<file path="config.mk">
export PLATFORM = sky130hd
export DESIGN_NAME = m3inv_div_step
export DESIGN_NICKNAME = d
export VERILOG_FILES = /design/src/rtl/core/m3inv_pkg.sv /design/src/rtl/core/m3inv_div_step.sv
export SDC_FILE = /design/constraint.sdc
export NUM_CORES = 1
export LEC_CHECK = 0
export BUFFER_PORTS_ARGS = -buffer_cell sky130_fd_sc_hd__buf_2
export CORE_ASPECT_RATIO = 0.7
export CORE_UTILIZATION = 30
export CTS_CLUSTER_DIAMETER = 120
export DETAILED_ROUTE_END_ITERATION = 8
export GPL_TIMING_DRIVEN = 1
export HOLD_SLACK_MARGIN = 0.06
export MAX_ROUTING_LAYER = met4
export PLACE_DENSITY = 0.61
export SLEW_MARGIN = 15
export SYNTH_ARGS = -nofsm -noshare
export SYNTH_HDL_FRONTEND = slang
export SYNTH_SLANG_ARGS = --single-unit
</file>
<file path="constraint.sdc">
create_clock -name clk -period 2 [get_ports clk]
set_clock_uncertainty 0.15 [all_clocks]
set_input_delay 0.2 -clock clk [delete_from_list [all_inputs] [get_ports clk]]
set_output_delay 0.2 -clock clk [all_outputs]
set_load 0.05 [all_outputs]
</file>
<file path="src/rtl/core/m3inv_pkg.sv">
// ----------------------------------------------------------------------------
// m3inv_pkg
// Shared constants and types for the 3x3 matrix inverse core.
// ----------------------------------------------------------------------------
package m3inv_pkg;

    localparam int DET_W     = 64;
    localparam int RCP_SHIFT = 56;
    localparam int DIV_BITS  = RCP_SHIFT + 1;
    localparam int RES_W     = 32;
    localparam int RL_W      = 32;
    localparam int RH_W      = DIV_BITS - RL_W;

    localparam logic [RES_W-1:0] RES_MAX     = 32'h7FFF_FFFF;
    localparam logic [RES_W-1:0] RES_NEG_MAG = 32'h8000_0000;

    typedef struct packed {
        logic [DET_W-1:0]    dm;
        logic [DET_W:0]      rem;
        logic [DIV_BITS-1:0] quo;
    } div_t;

endpackage

</file>
<file path="src/rtl/core/m3inv_div_step.sv">
// ----------------------------------------------------------------------------
// m3inv_div_step
// One restoring step of the reciprocal divide, one quotient bit per stage.
// ----------------------------------------------------------------------------
module m3inv_div_step #(
    parameter int BIT    = 56,
    parameter int SIDE_W = 8
) (
    input  logic                  clk,
    input  logic                  rst_n,
    input  logic                  en,
    input  logic                  in_valid,
    input  m3inv_pkg::div_t       in_div,
    input  logic [SIDE_W-1:0]     in_side,
    output logic                  out_valid,
    output m3inv_pkg::div_t       out_div,
    output logic [SIDE_W-1:0]     out_side
);

    logic                          bit_in;
    logic [m3inv_pkg::DET_W:0]     r2;
    logic [m3inv_pkg::DET_W:0]     dmx;
    logic                          ge;
    m3inv_pkg::div_t               div_next;
    m3inv_pkg::div_t               div_reg;
    logic [SIDE_W-1:0]             side_reg;
    logic                          v_reg;

    always_comb
    begin
        bit_in            = (BIT == m3inv_pkg::RCP_SHIFT);
        r2                = {in_div.rem[m3inv_pkg::DET_W-1:0], bit_in};
        dmx               = {1'b0, in_div.dm};
        ge                = (r2 >= dmx);
        div_next          = in_div;
        div_next.rem      = ge ? (r2 - dmx) : r2;
        div_next.quo[BIT] = ge;
    end

    always_ff @(posedge clk or negedge rst_n)
    begin
        if (!rst_n)
        begin
            v_reg <= 1'b0;
        end
        else if (en)
        begin
            v_reg <= in_valid;
        end
    end

    always_ff @(posedge clk)
    begin
        if (en)
        begin
            div_reg  <= div_next;
            side_reg <= in_side;
        end
    end

    assign out_valid = v_reg;
    assign out_div   = div_reg;
    assign out_side  = side_reg;

endmodule

</file>
==> results of run 1 <==
==> final cells by class <==
cell class / instances / area, µm² / area share, %
clock buffer: 18 / 429.2 / 2.159
clock inverter: 14 / 165.2 / 0.8308
inverter: 87 / 344.1 / 1.731
timing repair buffer: 932 / 7071 / 35.57
sequential: 195 / 5851 / 29.43
antenna: 4 / 10.01 / 0.05035
tap: 472 / 590.6 / 2.971
multi-input combinational: 656 / 5420 / 27.26
==> layout by cell type, fill, tap and decap left out, types with 11 or more instances in the layout <==
cell type / netlist / routed
buf_2: 19 / 385
buf_4: 2 / 302
edfxtp_1: 194 / 194
dlygate4sd3_1: 0 / 193
a21oi_1: 115 / 79
inv_1: 86 / 76
nand2_1: 86 / 66
nor2_1: 88 / 44
ha_1: 63 / 44
a21oi_2: 2 / 33
nor2_4: 0 / 32
o21ai_0: 47 / 30
a21o_1: 28 / 28
xnor2_1: 30 / 27
clkbuf_16: 0 / 24
nand4_1: 23 / 23
xor2_1: 24 / 22
ha_4: 0 / 19
buf_6: 1 / 18
buf_12: 0 / 15
nand3_1: 13 / 12
o21ai_1: 6 / 12
o21bai_1: 12 / 12
nor2_2: 0 / 12
nand2_2: 0 / 11
o21ai_2: 1 / 11
==> through the flow <==
step,utilization (%),hold WS (ps),area (µm²),total power [mW]
floorplan,-,-245.6,10770,8.114
global placement,44.49,-174.9,15450,9.963
detailed placement,44.49,-174.9,15450,10.00
CTS,54.38,78.48,18890,14.31
global route,57.24,88.64,19880,15.25
finish,57.24,89.21,19880,14.66
==> sequential cells by signal, summed over array words and instances (netlist names) <==
name and flops:
out_valid 1, out_side 8, out_div 186
==> power by group <==
group | switching [mW] | leakage [nW] | internal, mW
Sequential | 0.116 | 1.91 | 5.02
Combinational | 3.55 | 6.67 | 2.37
Clock | 1.71 | 0.289 | 1.89
Total | 5.38 | 8.87 | 9.28
==> cells in the mapped netlist, drive strengths merged, types with 3 or more instances <==
master  count  area (µm²)
a221oi      5       43.79
o21a        9       67.56
inv        87       326.6
nor2b       6       37.54
a211oi      9       72.57
edfxtp    194        5826
buf        22       121.4
xnor2      30       262.8
nand2b      3       18.77
nor4        8       50.05
o21ai      54       274.0
a21o       28       210.2
a21oi     118       609.3
nand4      24       156.4
clkbuf     21       80.07
or3         4       25.02
ha         63       788.3
o31ai      11       96.34
o21bai     12       90.09
o211ai      5       37.54
nand2      86       322.8
o41ai       4       42.55
and2        3       18.77
xor2       24       210.2
a21boi      4       30.03
nand3      13       65.06
a31oi       8       65.06
nor2       88       330.3
nor3       16       90.09
==> worst paths after layout <==
kind / endpoint / slack (ps)
setup / recovery: out_div[113] / -760
hold / removal: out_div[116] / 90
setup reg to reg: out_valid / 1110
hold reg to reg: out_valid / 360
max in group asynchronous: out_valid / 1190
min in group asynchronous: out_valid / 410
==> timing repair <==
| action | in CTS | in global routing |
|---|---|---|
| setup buffers | 19 | 17 |
| hold buffers | 192 | 1 |
| gates resized for setup | 133 | 163 |
| cloned | 7 | 9 |
| hold endpoints to repair | 210 | 1 |
| pin swaps | 26 | 50 |
| setup endpoints to repair | 66 | 66 |
==> cells by family (layout without fill, tap and decap cells) <==
family | Yosys count | count (layout) | synth area share [%]
AO/OA/AOI/OAI | 281 | 281 | 16.88
adder cells (fa/ha/maj) | 64 | 64 | 7.613
other | 0 | 4 | 0
AND/OR/NAND/NOR | 256 | 256 | 10.87
buffers and inverters | 130 | 1051 | 4.973
multiplexers | 1 | 1 | 0.1061
flip-flops | 195 | 195 | 55.11
XOR/XNOR | 54 | 54 | 4.455
==> layer usage <==
| metal | vias to the layer above | GRT usage (%) |
|---|---|---|
| li1 | 5409 | - |
| met1 | 5408 | 30.97 |
| met2 | 335 | 35.54 |
| met3 | 45 | 4.171 |
| met4 | 0 | 4.945 |
| met5 | - | - |
==> critical path, cell delays in order <==
cell      delay [ps]
buf_2            100
inv_2             50
ha_4             270
buf_4            130
nand4_1          190
nor3_2           200
buf_4            150
nand4_1          150
nor4_4           390
nor4_4            90
o21ai_1          150
a31oi_4           70
clkinv_4         130
buf_6            110
nor2_2            30
a31o_1           180
a311oi_1         270
==> results_dict.tcl, run 1 <==
set metrics [dict create \
    cp-start-kind "input pin" \
    post-route-period-util_pct 138.1 \
    drive_above_1_share_pct 50.84 \
    met2_length_um 19430 \
    clkTransAtPathRegs_ps 80 \
    worst_slack_ps -761.4 \
    io_buffers 390 \
    cts_sinks 195 \
    cts_htree_levels 4 \
    drc 0 \
    start_util_pct 30.57 \
    drt-total-wl_um 42180 \
    rsz0062_at_grt "true" \
    dp_slack_ps -1415 \
    placedCellCount 2104 \
    reg2regPathDepth 1 \
    p_per_area_mw_per_mm2 737.2 \
    grt_max_degree 54 \
    syn_inst 981 \
    maxUsedRoutingLayer "met4" \
    die_area_mm2 0.03616 \
    gr-total-overflow 0 \
    min_from "in_div[115]" \
    grt_pass1_wl_um 61630 \
    fin_cells 2378 \
    area_delta_synth_final_pct 87.26 \
    critical_path_class "input pin to register" \
    synth_flop_cell "edfxtp_1" \
    startpoint "in_div[174]" \
    yosys_register_bits 195 \
    finalCriticalPeriod_ps 2761 \
    cts_buffers 17 \
    worstReg2RegStart "out_valid" \
    cts_root_buf "clkbuf_16" \
    setup_viol 66 \
    top_level_ports 393 \
    fill_cells 2991 \
    num-nets-final 2151 \
    whs_path_depth 4 \
    status "complete, but fails checks" \
    relSlewSlack_pct 66.21 \
    wl_met3_um 2423 \
    synth_area_mm2 0.01062 \
    grt_use_total_pct 22.88 \
    hpwl_um 28850 \
    rows 57 \
    slew_violations 0 \
    cts_tree "yes" \
    path_max_fanout 7 \
    first_iter_violations 693 \
    antenna_found_initial 4 \
    gp_congestion 0.9067 \
    cts_buffer_depth 2 \
    drv_cap 0 \
    worst_pin_slew_ps 502.2 \
    violations "negative setup slack" \
    critPathCaptureType "register" \
    post_drt_wl_per_cell_um 17.74 \
    die_h_um 159.4 \
    routedLengthMet1_um 19730 \
    avgSynthCellArea_um2 10.82 \
    synth_edf_count 194 \
    grt_pass1_vias 11220 \
    yosysSeqAreaShare_pct 55.11 \
    die_w_um 226.8 \
    viasPerCell 4.709 \
    p_leak_nw 8.868 \
    synth_fp_nets 1243 \
    coreArea_mm2 0.03473 \
    drt_pre_antenna_iters 5 \
    drtAntennaViolNets 0 \
    min_path_type "input pin to register" \
    fmax_mhz 362.1 \
    worstPathArrival_ps 2870 \
    synth_cell_types 61 \
    tns_ps -42480 \
    ys_async_sr_fraction_pct 0.5128 \
    clk_latency_ps 450 \
    via_count 11200 \
    max-vdd-ir-drop_v 0.0004763 \
    finalHoldViolCount 0 \
    cp.required_ps 2110 \
    ys_warn_count 0 \
]
(Power assumes the default switching activity.)
==> run 2: changes to the inputs <==
Settings changed: ABC_AREA set to 1, PLACE_DENSITY 0.61 to 0.59.
==> results_dict.tcl, run 2 <==
set metrics [dict create \
    status "complete, but fails checks" \
    violations "negative setup slack" \
    synth_flop_cell "edfxtp_1" \
    avgSynthCellArea_um2 7.336 \
    io_buffers 390 \
    syn_inst 1749 \
    synth_cell_types 31 \
    die_h_um 175.0 \
    path_max_fanout 8 \
    cts_root_buf "clkbuf_16" \
    synth_fp_nets 2011 \
    cts_sinks 195 \
    final_cell_mix "nand2_1 (597), buf_2 (381), inv_1 (368)" \
    rsz0062_at_grt "true" \
    antenna_found_initial 1 \
    max_stage_delay_ps 220 \
    start_util_pct 30.86 \
    area_delta_synth_final_pct 76.14 \
    gp_congestion 0.9593 \
    grt_max_degree 71 \
    die_w_um 249.2 \
    worstPathArrival_ps 2090 \
    via_count 14450 \
    whs_path_depth 2 \
    dp_slack_ps -752.7 \
    max-vdd-ir-drop_v 0.0006662 \
    fin_util_pct 54.35 \
    drc 0 \
    wl_met3_um 3682 \
    cts_tree "yes" \
    ys_async_sr_fraction_pct 0.5128 \
    yosys_register_bits 195 \
    synth_area_mm2 0.01283 \
    met2_length_um 24590 \
    cts_buffer_depth 2 \
    slew_violations 0 \
    post_drt_wl_per_cell_um 17.56 \
    yosysSeqAreaShare_pct 45.60 \
    drtAntennaViolNets 0 \
    clk_latency_ps 480 \
    drv_cap 0 \
    drt-total-wl_um 57080 \
    cts_buffers 17 \
    yosysTopAreaCell "edfxtp_1" \
    drt_pre_antenna_iters 6 \
    min_path_type "input pin to register" \
    critPathCaptureType "register" \
    grt_use_total_pct 25.17 \
    cp-start-kind "input pin" \
    top_level_ports 393 \
    finalHoldViolCount 0 \
    finalCriticalPeriod_ps 2003 \
    reg2regPathDepth 1 \
    cp.required_ps 2080 \
    synth_edf_count 194 \
    viasPerCell 4.447 \
    routedLengthMet1_um 28220 \
    synth_top_cell_area_share_pct 45.41 \
    grt_pass1_vias 13970 \
    cts_htree_levels 4 \
    drive_above_1_share_pct 40.44 \
    p_leak_nw 11.64 \
    clkTransAtPathRegs_ps 80 \
    worst_slack_ps -2.867 \
    cp_slowest_cell "ha_4" \
    critical_path_class "input pin to register" \
    first_iter_violations 1132 \
    synth_most_common_cell "nand2_1" \
    crit_chain "buf_2, inv_1, ha_4, nand2_1, nand2_2, nand2_1, nand2_2, inv_1, nand2_2, inv_1, nand2_2, nand2_2, nand2_2, a21oi_4, buf_8, buf_12, buf_6, o21ai_2" \
    die_area_mm2 0.04361 \
    worst_pin_slew_ps 476.4 \
    num-nets-final 2954 \
    fin_cells 3250 \
    layout_commonest_cell "nand2_1" \
    crit_top_cell "nand2_2" \
    yosys-top-cells-area "edfxtp_1 (45%), nand2_1 (21%), inv_1 (12%), ha_1 (6.1%), nor2_1 (3.2%)" \
    largest_register_ffs 186 \
    gr-total-overflow 0 \
    grt_pass1_wl_um 79730 \
    ys_top_cells_by_count "nand2_1 (716), inv_1 (405), edfxtp_1 (194)" \
    p_per_area_mw_per_mm2 673.0 \
    rows 62 \
    maxUsedRoutingLayer "met4" \
    relSlewSlack_pct 68.24 \
    ys_warn_count 0 \
    post-route-period-util_pct 100.1 \
    fmax_mhz 499.3 \
    placedCellCount 2992 \
    coreArea_mm2 0.04158 \
    hpwl_um 41920 \
    hold_ws_ps 80.85 \
    setup_viol 1 \
]
==> run 2: changes by cell type after synthesis, sizes merged, moves of 11 or more <==
| cell | change |
|---|---|
| o31ai | -11 |
| clkbuf | -20 |
| o21bai | -12 |
| a21o | -28 |
| nand3 | +68 |
| xor2 | -23 |
| a21oi | -77 |
| o21ai | -16 |
| nor2 | +26 |
| inv | +320 |
| nand2 | +634 |
==> run 2: cell families after synthesis <==
kind of cell    after synthesis  synth area share [%]
compound gates               79                 3.199
xor+xnor                     31                 2.116
fa+ha+maj                    64                 6.300
mux                           1               0.08776
simple gates                959                 29.93
buf+inv                     420                 12.77
flops                       195                 45.60
==> run 2: path summary, 6_finish.rpt <==
path,from,slack [ps],endpoint
setup / recovery,in_div[168],-3,out_div[83]
hold / removal,en,80,out_div[84]
setup reg to reg,out_valid,1100,out_valid
hold reg to reg,out_valid,370,out_valid
max in group asynchronous,rst_n,1210,out_valid
min in group asynchronous,rst_n,390,out_valid
==> run 2: through the flow <==
step | instance area (µm²) | power, mW | TNS (ps)
after global placement | 18040 | 10.41 | -43990
after global routing | 22600 | 15.84 | -2275
after floorplan | 13020 | 8.297 | -9017
after detailed placement | 18040 | 10.43 | -46380
after CTS | 21130 | 14.67 | -144.0
final | 22600 | 15.21 | -2.867
==> run 2: critical path, delay by kind of cell <==
kind            cells  cell delay (ps)
fa+ha+maj           1              220
compound gates      2              230
simple gates        8              620
buf+inv             7              800
==> run 2: final cells by class <==
cell class | instances | area (µm²)
flip-flops and latches | 195 | 5851
repair buffers | 937 | 6928
multi-input cells | 1134 | 6960
clock inverters | 14 | 186.4
diodes | 1 | 2.502
well taps | 544 | 680.7
clock buffers | 18 | 439.2
inverters | 407 | 1550
fillers | 3897 | 18980
==> run 2: power breakdown <==
part | switching, mW | internal, mW | total [mW]
registers | 0.117 | 5.01 | 5.12
logic | 3.94 | 2.41 | 6.36
clock network | 1.78 | 1.94 | 3.73
==> run 2: what timing repair did <==
| item | CTS | global route |
|---|---|---|
| hold buffers | 195 | 1 |
| pin swaps | 13 | 60 |
| hold endpoints to repair | 195 | 1 |
| setup buffers | 4 | 15 |
| setup endpoints to repair | 66 | 66 |
| resized for setup | 88 | 290 |
| cloned | 2 | 9 |
==> run 2: routing by layer <==
layer,track usage (%),vias up
met2,37.17,452
met1,36.53,6695
met3,4.171,48
met5,-,-
met4,3.755,0
li1,-,7257
